**config.mk**
```make
export PLATFORM = sky130hd
export DESIGN_NAME = line_loss_point_filter_top
export DESIGN_NICKNAME = d
export VERILOG_FILES = /design/src/rtl/llpf_pkg.sv /design/src/rtl/line_loss_point_filter_top.sv /design/src/rtl/llpf_cfg.sv /design/src/rtl/llpf_track.sv /design/src/rtl/llpf_filter.sv
export SDC_FILE = /design/constraint.sdc
export NUM_CORES = 1
export LEC_CHECK = 0
export ABC_CLOCK_PERIOD_IN_PS = 11200
export BUFFER_PORTS_ARGS = -buffer_cell sky130_fd_sc_hd__buf_2
export CORE_ASPECT_RATIO = 0.5
export CORE_MARGIN = 4
export CORE_UTILIZATION = 30
export DETAILED_ROUTE_END_ITERATION = 8
export SLEW_MARGIN = 20
export SYNTH_ARGS = -nofsm -noshare
export SYNTH_HDL_FRONTEND = slang
export SYNTH_HIERARCHICAL = 1
export SYNTH_SLANG_ARGS = --single-unit
```
**constraint.sdc**
```tcl
create_clock -name clk_i -period 11.2 [get_ports clk_i]
set_clock_uncertainty 0.1 [all_clocks]
set_input_delay 1.12 -clock clk_i [delete_from_list [all_inputs] [get_ports clk_i]]
set_output_delay 1.12 -clock clk_i [all_outputs]
set_load 0.02 [all_outputs]
```
**src/rtl/llpf_pkg.sv**
```systemverilog
package llpf_pkg;

  localparam int PointW     = 9;
  localparam int PointInW   = 11;
  localparam int SlopeInW   = 16;
  localparam int PointWorkW = 13;
  localparam int CountW     = 3;
  localparam int DriftW     = 6;
  localparam int CfgIndexW  = 3;
  localparam int CfgDataW   = 9;

  localparam logic [PointW-1:0] CenterPoint = 9'd160;

  localparam logic [CountW-1:0] LossFramesRst   = 3'd5;
  localparam logic [CountW-1:0] RegainFramesRst = 3'd5;
  localparam logic [PointW-1:0] JumpLimitRst    = 9'd120;
  localparam logic [PointW-1:0] LeftEdgeRst     = 9'd80;
  localparam logic [PointW-1:0] RightEdgeRst    = 9'd240;
  localparam logic [DriftW-1:0] DriftStepRst    = 6'd5;
  localparam logic [PointW-1:0] PointMaxRst     = 9'd320;

  typedef enum logic [1:0] {
    TRACK_LOST     = 2'd0,
    TRACK_FOLLOW   = 2'd1,
    TRACK_REGAINED = 2'd2
  } track_mode_e;

  typedef enum logic [CfgIndexW-1:0] {
    CFG_LOSS_FRAMES   = 3'd0,
    CFG_REGAIN_FRAMES = 3'd1,
    CFG_JUMP_LIMIT    = 3'd2,
    CFG_LEFT_EDGE     = 3'd3,
    CFG_RIGHT_EDGE    = 3'd4,
    CFG_DRIFT_STEP    = 3'd5,
    CFG_POINT_MAX     = 3'd6
  } cfg_index_e;

  typedef struct packed {
    logic [CountW-1:0] loss_frames;
    logic [CountW-1:0] regain_frames;
    logic [PointW-1:0] jump_limit;
    logic [PointW-1:0] left_edge;
    logic [PointW-1:0] right_edge;
    logic [DriftW-1:0] drift_step;
    logic [PointW-1:0] point_max;
  } cfg_t;

endpackage

```
**src/rtl/line_loss_point_filter_top.sv**
```systemverilog
// Line loss point filter: takes camera frame transactions (point, slope, car-stopped
// flag) and returns one filtered transaction per frame with the tracker state. A
// frame passes an input register, then a single pass of compare and select logic into
// the result register. Throughput is one transaction per cycle unless the output
// stalls; the tracker counters and the held point and slope update in the same cycle
// that a frame moves into the result register, so the next frame sees them at once.
// The result register lets a new frame enter while a finished one still waits.
// Configuration registers are written by index and take effect on the next frame.
module line_loss_point_filter_top #(
  parameter int SLOPE_FRAC_BITS = 12
) (
  input  logic                                  clk_i,
  input  logic                                  rst_ni,
  input  logic                                  cfg_we_i,
  input  logic [llpf_pkg::CfgIndexW-1:0]        cfg_index_i,
  input  logic [llpf_pkg::CfgDataW-1:0]         cfg_wdata_i,
  input  logic                                  in_valid_i,
  output logic                                  in_ready_o,
  input  logic signed [llpf_pkg::PointInW-1:0]  point_in_i,
  input  logic signed [llpf_pkg::SlopeInW-1:0]  slope_in_i,
  input  logic                                  car_stopped_i,
  output logic                                  out_valid_o,
  input  logic                                  out_ready_i,
  output logic [llpf_pkg::PointW-1:0]           point_out_o,
  output logic signed [SLOPE_FRAC_BITS+1:0]     slope_out_o,
  output logic [1:0]                            track_state_o
);

  llpf_pkg::cfg_t        cfg;
  llpf_pkg::track_mode_e mode_d;

  logic                                  in_valid_q, out_valid_q, advance, line;
  logic signed [llpf_pkg::PointInW-1:0]  point_q;
  logic signed [llpf_pkg::SlopeInW-1:0]  slope_q;
  logic                                  stopped_q;
  logic [llpf_pkg::PointW-1:0]           point_d, point_out_q;
  logic signed [SLOPE_FRAC_BITS+1:0]     slope_d, slope_out_q;
  llpf_pkg::track_mode_e                 state_q;

  assign advance    = in_valid_q && (!out_valid_q || out_ready_i);
  assign in_ready_o = !in_valid_q || advance;
  assign line       = (point_q != '1);

  llpf_cfg u_cfg (
    .clk_i       (clk_i),
    .rst_ni      (rst_ni),
    .cfg_we_i    (cfg_we_i),
    .cfg_index_i (cfg_index_i),
    .cfg_wdata_i (cfg_wdata_i),
    .cfg_o       (cfg)
  );

  llpf_track u_track (
    .clk_i  (clk_i),
    .rst_ni (rst_ni),
    .en_i   (advance),
    .line_i (line),
    .cfg_i  (cfg),
    .mode_o (mode_d)
  );

  llpf_filter #(
    .SLOPE_FRAC_BITS (SLOPE_FRAC_BITS)
  ) u_filter (
    .clk_i     (clk_i),
    .rst_ni    (rst_ni),
    .en_i      (advance),
    .line_i    (line),
    .point_i   (point_q),
    .slope_i   (slope_q),
    .stopped_i (stopped_q),
    .mode_i    (mode_d),
    .cfg_i     (cfg),
    .point_o   (point_d),
    .slope_o   (slope_d)
  );

  // input register
  always_ff @(posedge clk_i or negedge rst_ni) begin
    if (!rst_ni) begin
      in_valid_q <= 1'b0;
    end else if (in_ready_o) begin
      in_valid_q <= in_valid_i;
    end
  end

  always_ff @(posedge clk_i) begin
    if (in_valid_i && in_ready_o) begin
      point_q   <= point_in_i;
      slope_q   <= slope_in_i;
      stopped_q <= car_stopped_i;
    end
  end

  // result register
  always_ff @(posedge clk_i or negedge rst_ni) begin
    if (!rst_ni) begin
      out_valid_q <= 1'b0;
    end else if (advance) begin
      out_valid_q <= 1'b1;
    end else if (out_ready_i) begin
      out_valid_q <= 1'b0;
    end
  end

  always_ff @(posedge clk_i) begin
    if (advance) begin
      point_out_q <= point_d;
      slope_out_q <= slope_d;
      state_q     <= mode_d;
    end
  end

  assign out_valid_o   = out_valid_q;
  assign point_out_o   = point_out_q;
  assign slope_out_o   = slope_out_q;
  assign track_state_o = state_q;

  assert property (@(posedge clk_i) disable iff (!rst_ni)
    in_valid_q && !advance |=> in_valid_q && $stable(point_q) && $stable(slope_q))
    else $error("stalled frame dropped from input register");

endmodule

```
**src/rtl/llpf_cfg.sv**
```systemverilog
module llpf_cfg (
  input  logic                            clk_i,
  input  logic                            rst_ni,
  input  logic                            cfg_we_i,
  input  logic [llpf_pkg::CfgIndexW-1:0]  cfg_index_i,
  input  logic [llpf_pkg::CfgDataW-1:0]   cfg_wdata_i,
  output llpf_pkg::cfg_t                  cfg_o
);

  llpf_pkg::cfg_t cfg_q, cfg_d;

  always_comb begin
    cfg_d = cfg_q;
    if (cfg_we_i) begin
      unique case (llpf_pkg::cfg_index_e'(cfg_index_i))
        llpf_pkg::CFG_LOSS_FRAMES:   cfg_d.loss_frames   = cfg_wdata_i[llpf_pkg::CountW-1:0];
        llpf_pkg::CFG_REGAIN_FRAMES: cfg_d.regain_frames = cfg_wdata_i[llpf_pkg::CountW-1:0];
        llpf_pkg::CFG_JUMP_LIMIT:    cfg_d.jump_limit    = cfg_wdata_i[llpf_pkg::PointW-1:0];
        llpf_pkg::CFG_LEFT_EDGE:     cfg_d.left_edge     = cfg_wdata_i[llpf_pkg::PointW-1:0];
        llpf_pkg::CFG_RIGHT_EDGE:    cfg_d.right_edge    = cfg_wdata_i[llpf_pkg::PointW-1:0];
        llpf_pkg::CFG_DRIFT_STEP:    cfg_d.drift_step    = cfg_wdata_i[llpf_pkg::DriftW-1:0];
        llpf_pkg::CFG_POINT_MAX:     cfg_d.point_max     = cfg_wdata_i[llpf_pkg::PointW-1:0];
        default:                     cfg_d = cfg_q;
      endcase
    end
  end

  always_ff @(posedge clk_i or negedge rst_ni) begin
    if (!rst_ni) begin
      cfg_q.loss_frames   <= llpf_pkg::LossFramesRst;
      cfg_q.regain_frames <= llpf_pkg::RegainFramesRst;
      cfg_q.jump_limit    <= llpf_pkg::JumpLimitRst;
      cfg_q.left_edge     <= llpf_pkg::LeftEdgeRst;
      cfg_q.right_edge    <= llpf_pkg::RightEdgeRst;
      cfg_q.drift_step    <= llpf_pkg::DriftStepRst;
      cfg_q.point_max     <= llpf_pkg::PointMaxRst;
    end else begin
      cfg_q <= cfg_d;
    end
  end

  assign cfg_o = cfg_q;

endmodule

```
**src/rtl/llpf_track.sv**
```systemverilog
module llpf_track (
  input  logic                     clk_i,
  input  logic                     rst_ni,
  input  logic                     en_i,
  input  logic                     line_i,
  input  llpf_pkg::cfg_t           cfg_i,
  output llpf_pkg::track_mode_e    mode_o
);

  llpf_pkg::track_mode_e mode_q, mode_d, mode_a, mode_b;
  logic [llpf_pkg::CountW-1:0] lost_count_q, lost_count_d;
  logic [llpf_pkg::CountW-1:0] found_count_q, found_count_d;
  logic [llpf_pkg::CountW:0]   lost_a, lost_b, found_a, found_b;

  // next state
  always_comb begin
    lost_a  = line_i ? '0 : {1'b0, lost_count_q};
    found_a = line_i ? {1'b0, found_count_q} : '0;
    mode_a  = (mode_q == llpf_pkg::TRACK_REGAINED && line_i) ? llpf_pkg::TRACK_FOLLOW : mode_q;
    lost_b  = (mode_a != llpf_pkg::TRACK_LOST && !line_i) ? lost_a + 4'd1 : lost_a;
    found_b = (mode_a == llpf_pkg::TRACK_LOST && line_i) ? found_a + 4'd1 : found_a;
    mode_b  = mode_a;
    if (lost_b >= {1'b0, cfg_i.loss_frames}) begin
      lost_b = '0;
      mode_b = llpf_pkg::TRACK_LOST;
    end
    mode_d = mode_b;
    if (found_b >= {1'b0, cfg_i.regain_frames}) begin
      found_b = '0;
      mode_d  = llpf_pkg::TRACK_REGAINED;
    end
    lost_count_d  = lost_b[llpf_pkg::CountW-1:0];
    found_count_d = found_b[llpf_pkg::CountW-1:0];
  end

  // outputs
  always_comb begin
    mode_o = mode_d;
  end

  always_ff @(posedge clk_i or negedge rst_ni) begin
    if (!rst_ni) begin
      mode_q        <= llpf_pkg::TRACK_FOLLOW;
      lost_count_q  <= '0;
      found_count_q <= '0;
    end else if (en_i) begin
      mode_q        <= mode_d;
      lost_count_q  <= lost_count_d;
      found_count_q <= found_count_d;
    end
  end

  // line frames only count while lost
  assert property (@(posedge clk_i) disable iff (!rst_ni)
    mode_q != llpf_pkg::TRACK_LOST |-> found_count_q == '0)
    else $error("found count nonzero outside lost state");

  assert property (@(posedge clk_i) disable iff (!rst_ni)
    en_i && line_i |=> lost_count_q == '0)
    else $error("lost count survived a line frame");

  assert property (@(posedge clk_i) disable iff (!rst_ni)
    !en_i |=> $stable(mode_q) && $stable(lost_count_q) && $stable(found_count_q))
    else $error("tracker state moved without a transaction");

endmodule

```
**src/rtl/llpf_filter.sv**
```systemverilog
module llpf_filter #(
  parameter int SLOPE_FRAC_BITS = 12
) (
  input  logic                                  clk_i,
  input  logic                                  rst_ni,
  input  logic                                  en_i,
  input  logic                                  line_i,
  input  logic signed [llpf_pkg::PointInW-1:0]  point_i,
  input  logic signed [llpf_pkg::SlopeInW-1:0]  slope_i,
  input  logic                                  stopped_i,
  input  llpf_pkg::track_mode_e                 mode_i,
  input  llpf_pkg::cfg_t                        cfg_i,
  output logic [llpf_pkg::PointW-1:0]           point_o,
  output logic signed [SLOPE_FRAC_BITS+1:0]     slope_o
);

  localparam int SlopeW = SLOPE_FRAC_BITS + 2;
  localparam int WorkW  = (SlopeW > 17) ? SlopeW : 17;
  localparam int PW     = llpf_pkg::PointWorkW;
  localparam logic signed [WorkW-1:0] SlopeOne = {{(WorkW-1){1'b0}}, 1'b1} << SLOPE_FRAC_BITS;

  logic [llpf_pkg::PointW-1:0] held_point_q;
  logic signed [SlopeW-1:0]    held_slope_q;

  logic signed [PW-1:0] held_p, left_w, right_w, drift_w, jump_w, max_w, center_w;
  logic signed [PW-1:0] p, ref_p, diff, adiff;
  logic signed [WorkW-1:0] s, ref_s, held_s;

  assign held_p   = $signed({4'b0, held_point_q});
  assign left_w   = $signed({4'b0, cfg_i.left_edge});
  assign right_w  = $signed({4'b0, cfg_i.right_edge});
  assign drift_w  = $signed({7'b0, cfg_i.drift_step});
  assign jump_w   = $signed({4'b0, cfg_i.jump_limit});
  assign max_w    = $signed({4'b0, cfg_i.point_max});
  assign center_w = $signed({4'b0, llpf_pkg::CenterPoint});
  assign held_s   = WorkW'(held_slope_q);

  always_comb begin
    p = PW'(point_i);
    s = WorkW'(slope_i);
    if (mode_i != llpf_pkg::TRACK_LOST && !line_i) begin
      p = held_p;
      s = held_s;
    end
    if (mode_i == llpf_pkg::TRACK_LOST) begin
      if (held_p <= left_w) begin
        p = held_p - drift_w;
      end
      if (held_p >= right_w) begin
        p = held_p + drift_w;
      end
      s = '0;
    end
    ref_p = held_p;
    ref_s = held_s;
    if (mode_i == llpf_pkg::TRACK_REGAINED || stopped_i) begin
      if (p != -PW'(1)) begin
        ref_p = p;
        ref_s = s;
      end else begin
        ref_p = center_w;
        ref_s = '0;
      end
    end
    diff  = p - ref_p;
    adiff = (diff < 0) ? -diff : diff;
    if (adiff >= jump_w) begin
      p = ref_p;
      s = ref_s;
    end
    if (p >= max_w) begin
      p = max_w;
    end
    if (p <= 0) begin
      p = '0;
    end
    if (s >= SlopeOne) begin
      s = SlopeOne;
    end
    if (s <= -SlopeOne) begin
      s = -SlopeOne;
    end
    point_o = p[llpf_pkg::PointW-1:0];
    slope_o = s[SlopeW-1:0];
  end

  always_ff @(posedge clk_i or negedge rst_ni) begin
    if (!rst_ni) begin
      held_point_q <= llpf_pkg::CenterPoint;
      held_slope_q <= '0;
    end else if (en_i) begin
      held_point_q <= point_o;
      held_slope_q <= slope_o;
    end
  end

  assert property (@(posedge clk_i) disable iff (!rst_ni)
    en_i |-> point_o <= cfg_i.point_max)
    else $error("point above upper clamp");

  assert property (@(posedge clk_i) disable iff (!rst_ni)
    en_i |=> held_point_q == $past(point_o) && held_slope_q == $past(slope_o))
    else $error("held reference differs from last result");

endmodule

```
# Word-level counts from Yosys, hierarchy flattened
# Index checks and enable logic that the tools add are counted.
[word_totals] inputBits=45 reg_bits=134 out_inout_bits=27 elab_cells=99
[op_classes] mux=28 magnitude_cmp=10 n_eq_ne=10 n_reduce_logical=25 add_sub_neg=6
[ops] operator="13-bit two-way mux" count=9
[ops] operator="17-bit two-way mux" count=6
[ops] operator="13-bit by 10-bit greater-or-equal comparator with 1-bit output" count=2
[ops] operator="17-bit by 14-bit greater-or-equal comparator with 1-bit output (second input constant)" count=1
[ops] operator="17-bit by 13-bit <= comparator with 1-bit output (second input constant)" count=1
[ops] operator="14-bit two-way mux" count=1
[ops] operator="2-bit AND reduction" count=7
[ops] operator="13-bit by 1-bit <= comparator with 1-bit output (second input constant)" count=1
[ops] operator="13-bit by 1-bit < comparator with 1-bit output (second input constant)" count=1
[ops] operator="13-bit by 1-bit != test with 1-bit output (second input constant)" count=1
[ops] operator="13-bit negator" count=1
[ops] operator="13-bit subtractor" count=1
[ops] operator="3-bit two-way mux" count=4
[ops] operator="11-bit != test (second input constant)" count=1
[ops] operator="9-bit by 6-bit adder with 10-bit output" count=1
[ops] operator="9-bit by 6-bit subtractor with 10-bit output" count=1
[ops] operator="3-bit == test (second input constant)" count=3
[ops] operator="9-bit greater-or-equal comparator" count=1
[ops] operator="9-bit <= comparator" count=1
[ops] operator="9-bit two-way mux" count=1
[ops] operator="4-bit by 1-bit adder with 4-bit output (second input constant)" count=2
[ops] operator="4-bit by 3-bit greater-or-equal comparator with 1-bit output" count=2
[ops] operator="4-bit two-way mux" count=2
[ops] operator="3-bit by 2-bit == test with 1-bit output (second input constant)" count=2
[ops] operator="other kinds (10)" count=26

# Longest topological paths before layout
# Gate-level depths: netlist of run 1.
[depth] word_depth=27 ltp_mapped=68 mapped_depth_nobuf=62

# Hierarchy
# Netlist of run 1, hierarchy kept.
[by_module_without_submodules] module="llpf_filter" seq_area_each_um2=578.1 cells_each=639 n_inst=1 area_per_inst_um2=4733.3
[by_module_without_submodules] module="llpf_cfg" seq_area_each_um2=1223.7 cells_each=106 n_inst=1 area_per_inst_um2=1910.6
[by_module_without_submodules] module="line_loss_point_filter_top" seq_area_each_um2=1641.6 cells_each=65 n_inst=1 area_per_inst_um2=1704.1
[by_module_without_submodules] module="llpf_track" seq_area_each_um2=201.4 cells_each=77 n_inst=1 area_per_inst_um2=705.7

# Worst setup path after synthesis of run 1
# No wires, ideal clock.
[synth_timing] path_kind="register to register" start="register point_q[8] (netlist bit)" end="register point_out_q (netlist bit point_out_o[0]), data pin" path_stages_with_launch=66 arrival_time_ns=11.954 n_path_buf=6 required_time_ns=10.962 setup_time_ns=0.138 synth_period_minus_slack_ns=12.192 setup_slack_ns=-0.992 path_cell_list="edfxtp_1 nand4_1 or3_1 buf_4 and2_1 ha_1 nand2_1 a21oi_1 ha_1 a21oi_1 o21ai_2 or2_1 or2_1 buf_2 nand2b_1 buf_2 a21oi_1 or2_2 (+30 left out) or3_1 clkbuf_2 buf_2 a21oi_1 ha_1 a21o_1 a21oi_1 nor2b_1 o21ai_0 nand2b_1 a21oi_1 nor2b_1 o21ai_0 nand2b_1 a221oi_2 nor2_4 mux2_1 nor2_1"
[synth_via] elab_chain_cells=27 elab_cells_between_ends=40 cone_classes="add/sub (4); order compare (6); eq/ne (3); mux (17); reduce/logical (10)"
[synth_lines] item="from (decl)" line_no="line_loss_point_filter_top.sv:33" rtl="logic signed [llpf_pkg::PointInW-1:0] point_q;"
[synth_lines] item="from (signal assigned)" line_no="line_loss_point_filter_top.sv:89" rtl="point_q <= point_in_i;"
[synth_lines] item="11-bit != test *" line_no="line_loss_point_filter_top.sv:42" rtl="assign line = (point_q != '1);"
[synth_lines] item="named net line" line_no="line_loss_point_filter_top.sv:32" rtl="logic in_valid_q, out_valid_q, advance, line;"
[synth_lines] item="parallel branches: the longest is 7 deep, another holds 4-bit by 1-bit adder with 4-bit output"
[synth_lines] item="2-bit two-way mux *" line_no="llpf_track.sv:28" rtl="if (found_b >= {1'b0, cfg_i.regain_frames}) begin"
[synth_lines] item="named net mode_d[1]" line_no="line_loss_point_filter_top.sv:30" rtl="llpf_pkg::track_mode_e mode_d;"
[synth_lines] item="2-bit nonzero test" line_no="llpf_filter.sv:41" rtl="if (mode_i != llpf_pkg::TRACK_LOST && !line_i) begin"
[synth_lines] item="1-bit logical AND" line_no="llpf_filter.sv:41"
[synth_lines] item="13-bit two-way mux" line_no="llpf_filter.sv:41"
[synth_lines] item="(+8 left out)"
[synth_lines] item="13-bit two-way mux" line_no="llpf_filter.sv:66" rtl="adiff = (diff < 0) ? -diff : diff;"
[synth_lines] item="13-bit by 10-bit greater-or-equal comparator with 1-bit output" line_no="llpf_filter.sv:67" rtl="if (adiff >= jump_w) begin"
[synth_lines] item="13-bit two-way mux *" line_no="llpf_filter.sv:67"
[synth_lines] item="13-bit by 10-bit greater-or-equal comparator with 1-bit output" line_no="llpf_filter.sv:71" rtl="if (p >= max_w) begin"
[synth_lines] item="13-bit two-way mux *" line_no="llpf_filter.sv:71"
[synth_lines] item="13-bit by 1-bit <= comparator with 1-bit output" line_no="llpf_filter.sv:74" rtl="if (p <= 0) begin"
[synth_lines] item="9-bit two-way mux *" line_no="llpf_filter.sv:74"
[synth_lines] item="named net point_d, one bit" line_no="line_loss_point_filter_top.sv:36" rtl="logic [llpf_pkg::PointW-1:0] point_d, point_out_q;"
[synth_lines] item="to (signal assigned)" line_no="line_loss_point_filter_top.sv:108" rtl="point_out_q <= point_d;"
[synth_lines] item="to (decl)" line_no="line_loss_point_filter_top.sv:36"
# Mark *: on every way through the listed nets, which the timed path passes.
# A chain may end at the register's enable or synchronous reset.

# Final worst setup path of run 1
[layout_timing] start="register point_q[7] (netlist bit)" end="register point_out_q (netlist bit point_out_o[0]), data pin"
# The elaborated chain is that of the path after synthesis.

==> results of run 1 <==
==> routing by layer <==
metal / vias to the layer above / share of wire / routed length [microns] / global-route usage
li1: 3679 / - / - / -
met1: 3891 / 0.47 / 13200 / 0.234
met2: 209 / 0.46 / 13200 / 0.288
met3: 56 / 0.041 / 1160 / 0.0255
met4: 0 / 0.029 / 829 / 0.0644
met5: - / 0 / 0 / 0
==> Yosys cell counts (5+ instances only) <==
library cell and instances:
inv_1 78, nor2b_1 11, clkbuf_1 14, nand3_1 16
o2bb2ai_1 7, xor2_1 5, o21ai_0 39, nor2_1 73
nand4_1 8, mux2_1 10, xnor2_1 14, o211ai_1 5
a211oi_1 6, o22ai_1 11, mux2i_1 13, and2_1 9
buf_2 10, nor4_1 8, nand2b_1 20, nor3_1 21
a21oi_1 55, dfrtp_1 60, ha_1 66, mux2_2 40
dfstp_2 21, nand2_1 36, a21o_1 18, mux2_4 9
and3_1 10, or3_1 9, edfxtp_1 53, a31oi_1 6
a22oi_1 16
==> worst reg2reg max path, delay by kind of cell (launching register included) <==
kind | cells | cell delay (ps)
AO/OA/AOI/OAI | 22 | 3630
AND/OR/NAND/NOR | 22 | 3870
flip-flops | 1 | 350
adder cells (fa/ha/maj) | 6 | 1660
multiplexers | 3 | 790
buffers and inverters | 7 | 930
XOR/XNOR | 1 | 200
==> cell type report <==
class / instances / share of cell area
clock inverters: 14 / 0.0139
well taps: 391 / 0.0419
repair buffers: 206 / 0.119
flip-flops and latches: 134 / 0.312
multi-input cells: 644 / 0.450
clock buffers: 18 / 0.0377
inverters: 78 / 0.0251
==> registers in the layout (all words and copies together), names as in the netlist, 2 cells and up <==
name and cells:
point_out_o 9, u_filter/held_slope_q 14, u_cfg/cfg_o 48, u_track/lost_count_q 3, slope_q 16, point_q 11, u_track/found_count_q 3, track_state_o 2
u_track/mode_q 2, u_filter/held_point_q 9, slope_out_o 14
==> through the flow <==
step / cells / hold WS [ps] / setup slack [ps] / cell area [sq um] / util
final: 1485 / 388 / -504 / 11700 / 0.397
after global placement: 1423 / 362 / -307 / 10600 / 0.363
after global routing: 1485 / 409 / -1080 / 11700 / 0.397
after detailed placement: 1423 / 380 / -587 / 10600 / 0.363
after CTS: 1480 / 394 / -299 / 11500 / 0.393
after floorplan: 887 / 349 / -173 / 9210 / -
==> how the worst max path moves through the flow <==
stage                           start                  endpoint  cells after the start
after floorplan            point_q[7]            point_out_o[0]                     63
after CTS                 point_q[10]  u_filter/held_point_q[1]                     63
after global placement     point_q[0]            point_out_o[0]                     63
after global routing       point_q[7]            point_out_o[7]                     63
final                      point_q[7]            point_out_o[0]                     61
after detailed placement   point_q[9]            point_out_o[0]                     63
==> logic make-up (layout without fill, tap and decap cells) <==
logic type | Yosys count | in the layout
xor gates and xnor gates | 19 | 19
adders and majority gates | 69 | 69
and+or+nand+nor | 250 | 251
DFF | 134 | 134
AOI/OAI and AO/OA | 232 | 232
buffers and inverters | 110 | 316
muxes | 73 | 73
==> what timing repair did <==
item | in CTS | in global routing
buffers inserted | 25 | 5
setup endpoints to repair | 18 | 22
hold buffers | 0 | 0
cloned | 1 | 0
pin swaps | 36 | 18
resized for setup | 18 | 20
==> metrics.md, run 1 <==
| Metric | Value |
|---|---|
| Worst-margin pin slew | about 910 ps |
| Seq/Total Area, Yosys | 0.403 |
| PortBufs | between 70 and 80 |
| Area occupied by multi-input gates | 5250 sq um |
| Mux contribution to synthesized area | 0.0940 |
| R2R setup slack | -500 ps |
| Antenna violations before repair | 1 |
| DRT Wirelength | ~28 mm |
| Critical path's largest stage delay | 410 ps |
| Via count | approximately 7800 |
| Post-DR vias/cell | roughly 5.3 |
| ANT cells | 0 |
| Slowest CP cell | or3_4 |
| Synth area leader | edfxtp_1 |
| Synth Area in Compound Gates | 0.187 |
| Total track usage | 0.174 |
| Worst slew margin | 0.395 |
| Area grow syn2layout | 28.8% |
| Overflow after GRT | 0 |
| Die W | 254 microns |
| Final-report setup violation count | 18 |
| Xor/xnor cell area share of the yosys netlist | 0.0184 |
| Mapped Cells | 887 |
| Cell family with most CP delay | simple AND/OR/NAND/NOR gates |
| CP most frequent cell | buf_4 |
| DRT antenna net count | 0 |
| Total of max-cap violations | 0 |
| Share of cells above drive strength 1 | 0.353 |
| Critical Path RT | ~11000 ps |
| Syn Std Cell Area | ~9100 sq um |
| Post-Synth Simple-Gate Area | 0.148 |
| Worst setup margin | -504 ps |
| Hold path cells | 1 |
| Crit path time final | around 12000 ps |
| Hold endpoint | u_cfg/cfg_o[40] |
| Routability cong. | between 0.9 and 1 |
| Hold crit path type | flip-flop to flip-flop |
| Clock root cell | clkbuf_16 |
| First-pass GRT wire length | ~45 mm |
| CTS buffer count | 17 |
| I/O pin count | just over 70 |
| Setup CP Type | flip-flop to flip-flop |
| Critical Path AT | between 10000 and 15000 ps |
| Fmax achieved | around 85 MHz |
| Dominant synthesized flop cell | dfrtp_1 |
| Storage cell area | between 3000 and 4000 sq um |
| Total die area | 33200 sq um |
| Largest family of logic cells by synthesized area | compound AO/OA/AOI/OAI gates |
| DRC | 0 |
| Leading cell types in the layout, fill and taps excluded | buf_4, inv_1, nor2_1, buf_2, ha_1 |
| CTS tree | built |
| Die Ht | roughly 130 microns |
| Post-synth EDFFs | 53 |
| Vias in the first global route | 7944 |
| Row cnt | 44 |
| HPWL after DPL | about 22 mm |
| Synthesized Nets | 1001 |
| Worst setup EP type | flip-flop |
| Hold Crit Start | u_cfg/cfg_o[40] |
| Reg2reg path depth | between 60 and 70 |
| Number of H-tree levels | 4 |
| Final setup TNS | -7970 ps |
| FF-to-FF End | point_out_o[0] |
| DRT Pass-1 Iters | 5 |
| Clock sinks | about 130 |
| Tcrit/Tclk final | 1.04 |
| Seq cells post-synth | ~130 |
| Asr flop ratio synth | 0.604 |
| CP bufs+invs | 7 |
| Worst r2r src | point_q[7] |
| Synth area leaders | edfxtp_1, dfrtp_1, ha_1 |
| Largest net degree at the start of global routing | 60 |
| Worst-Skew Late Latency | about 420 ps |
| Starting Density | 0.309 |
| Violated checks | setup timing |
| Final #Nets | approximately 1200 |
| Status | finished, violations left |
| Distinct cells, synth | about 100 |
| Crit start category | flip-flop |
| Most common cell after layout, fill and taps aside | buf_4 |
| Synth Area in Adders | 0.0978 |
| RSZ-0062 raised after global routing | true |
| First DRT Iteration DRCs | a little under 600 |
| Wire per inst | around 19 microns |
| Core Region | about 30000 sq um |
| Filler Cell Count | between 2000 and 3000 |
| Clock transition at path regs | ~60 ps |
| CP max FO | 5 |
| Clock tree buffer depth | 2 |
| Top-area cell type share of the netlist area | 0.176 |
| Final Hold Viols | 0 |
| Avg Synthesized Cell Area | 10.2 sq um |
| Ys Warns | 6 |
| Max-slew violation count | 0 |
Power of run 1 is not shown: default switching activity piles up to over one toggle a cycle in this logic, so the estimate is an artifact.
==> run 2, diff against run 1 <==
Settings changed: CTS_BUF_LIST set to sky130_fd_sc_hd__clkbuf_4 sky130_fd_sc_hd__clkbuf_8.
==> metrics.md, run 2 (synthesis results as in run 1) <==
| Metric | Value |
|---|---|
| Worst slew margin | 0.390 (-0.00462) |
| Number of H-tree levels | 4 (unchanged) |
| ANT cells | 0 (unchanged) |
| Largest net degree at the start of global routing | 60 (unchanged) |
| CP max FO | 5 (unchanged) |
| Finished Layout Cells | 1485 (unchanged) |
| Max-slew violation count | 0 (unchanged) |
| CP most frequent cell | buf_4 |
| Crit path time final | 11650 ps (-57.7 ps) |
| Leading cell types in the layout, fill and taps excluded | buf_4, inv_1, nor2_1, buf_2, ha_1 |
| Overflow after GRT | 0 (unchanged) |
| Max reg flops | 48 (unchanged) |
| Total of max-cap violations | 0 (unchanged) |
| PortBufs | 71 (unchanged) |
| Core Region | 29300 sq um (unchanged) |
| Tcrit/Tclk final | 1.04 (-0.00515) |
| CTS Hold Bufs | 0 (unchanged) |
| Starting Density | 0.309 (unchanged) |
| Total track usage | 0.174 (about the same) |
| WHS | 395 ps (+7.38 ps) |
| Vias in the first global route | 7981 (+0.47%) |
| Total die area | 33200 sq um (unchanged) |
| CTS buffer count | 17 (unchanged) |
| Status | finished, violations left |
| Hold crit path type | flip-flop to flip-flop |
| DRT Pass-1 Iters | 5 (unchanged) |
| Worst r2r src | point_q[7] |
| Worst-Skew Late Latency | 460 ps (+40 ps) |
| Final-report setup violation count | 18 (unchanged) |
| Antenna violations before repair | 1 (unchanged) |
| Fmax achieved | 85.9 MHz (+0.50%) |
| Row cnt | 44 (unchanged) |
| Violated checks | setup timing |
| Setup CP Type | flip-flop to flip-flop |
| Wire per inst | 19.2 microns (about the same) |
| Post-DR vias/cell | 5.28 (+0.11%) |
| Worst setup margin | -446 ps (+57.7 ps) |
| First-pass GRT wire length | 44.8 mm (about the same) |
| Final Hold Viols | 0 (unchanged) |
| HPWL after DPL | 21.7 mm (unchanged) |
| DRC | 0 (unchanged) |
| Slowest CP cell | or3_4 |
| Most common cell after layout, fill and taps aside | buf_4 |
| Die W | 254 microns (unchanged) |
| Dpl cell area | 10600 sq um (unchanged) |
| DRT Wirelength | 28.5 mm (about the same) |
| RSZ-0062 raised after global routing | true |
| Final #Nets | 1195 (unchanged) |
| Clock transition at path regs | 90 ps (+30 ps) |
| Die Ht | 131 microns (unchanged) |
| Hold Crit Start | u_cfg/cfg_o[40] |
| Finished Cell Area | 11500 sq um (-1.6%) |
| Clock tree buffer depth | 2 (unchanged) |
| Critical Path RT | 11280 ps (-90 ps) |
| Clock sinks | 134 (unchanged) |
| Via count | 7844 (+0.11%) |
| Critical path's largest stage delay | 410 ps (about the same) |
| I/O pin count | 72 (unchanged) |
| Area grow syn2layout | 26.7% |
| Crit start category | flip-flop |
| Placed Instances | 1423 (unchanged) |
| Share of cells above drive strength 1 | 0.353 (unchanged) |
| DRT antenna net count | 0 (unchanged) |
| Clock root cell | clkbuf_8 |
| Critical Path AT | 11720 ps (-160 ps) |
| Cell family with most CP delay | simple AND/OR/NAND/NOR gates |
| Crit path from | point_q[7] |
| Worst-margin pin slew | 914 ps (+6.93 ps) |
| Worst setup EP type | flip-flop |
| Routability cong. | 0.938 (unchanged) |
| CTS tree | built |
| First DRT Iteration DRCs | 575 (-3.7%) |
| Post-layout util | 0.391 (-0.00652) |
| CP bufs+invs | 7 (unchanged) |
-- run 2: worst paths after layout --
check                                                end  slack (ps)  cells after the start
min in group asynchronous                     in_valid_q         490                      1
worst min register to register           u_cfg/cfg_o[40]         390                      1
worst min-delay path                     u_cfg/cfg_o[40]         390                      1
max in group asynchronous       u_filter/held_point_q[6]        9470                      2
worst max register to register            point_out_o[7]        -450                     61
worst max-delay path                      point_out_o[7]        -450                     61
-- run 2: routing by layer --
layer	share of wire	global-route usage
met1	0.46	0.234
met2	0.46	0.288
met3	0.044	0.0273
met4	0.029	0.0619
met5	0	0
-- run 2: timing repair --
| action | 4_1_cts | 5_1_grt |
|---|---|---|
| gates cloned | 1 | 0 |
| buffers inserted | 26 | 4 |
| resized for setup | 18 | 20 |
| pin swaps | 36 | 18 |
| setup endpoints to repair | 18 | 22 |
-- run 2: metrics by stage --
step,TNS (ps),setup slack [ps]
floorplan,-1660,-173
global placement,-3530,-307
detailed placement,-8980,-587
CTS,-4160,-275
global route,-17860,-1060
finish,-7090,-446
-- run 2: layout make-up --
class                   instances  area (sq um)
inverters                      78           293
well taps                     391           489
fillers                      2860         17900
multi-input cells             644          5250
repair buffers                206          1390
clock inverters                14           163
flip-flops and latches        134          3640
clock buffers                  18           248
Power of run 2 is left out for the same reason.
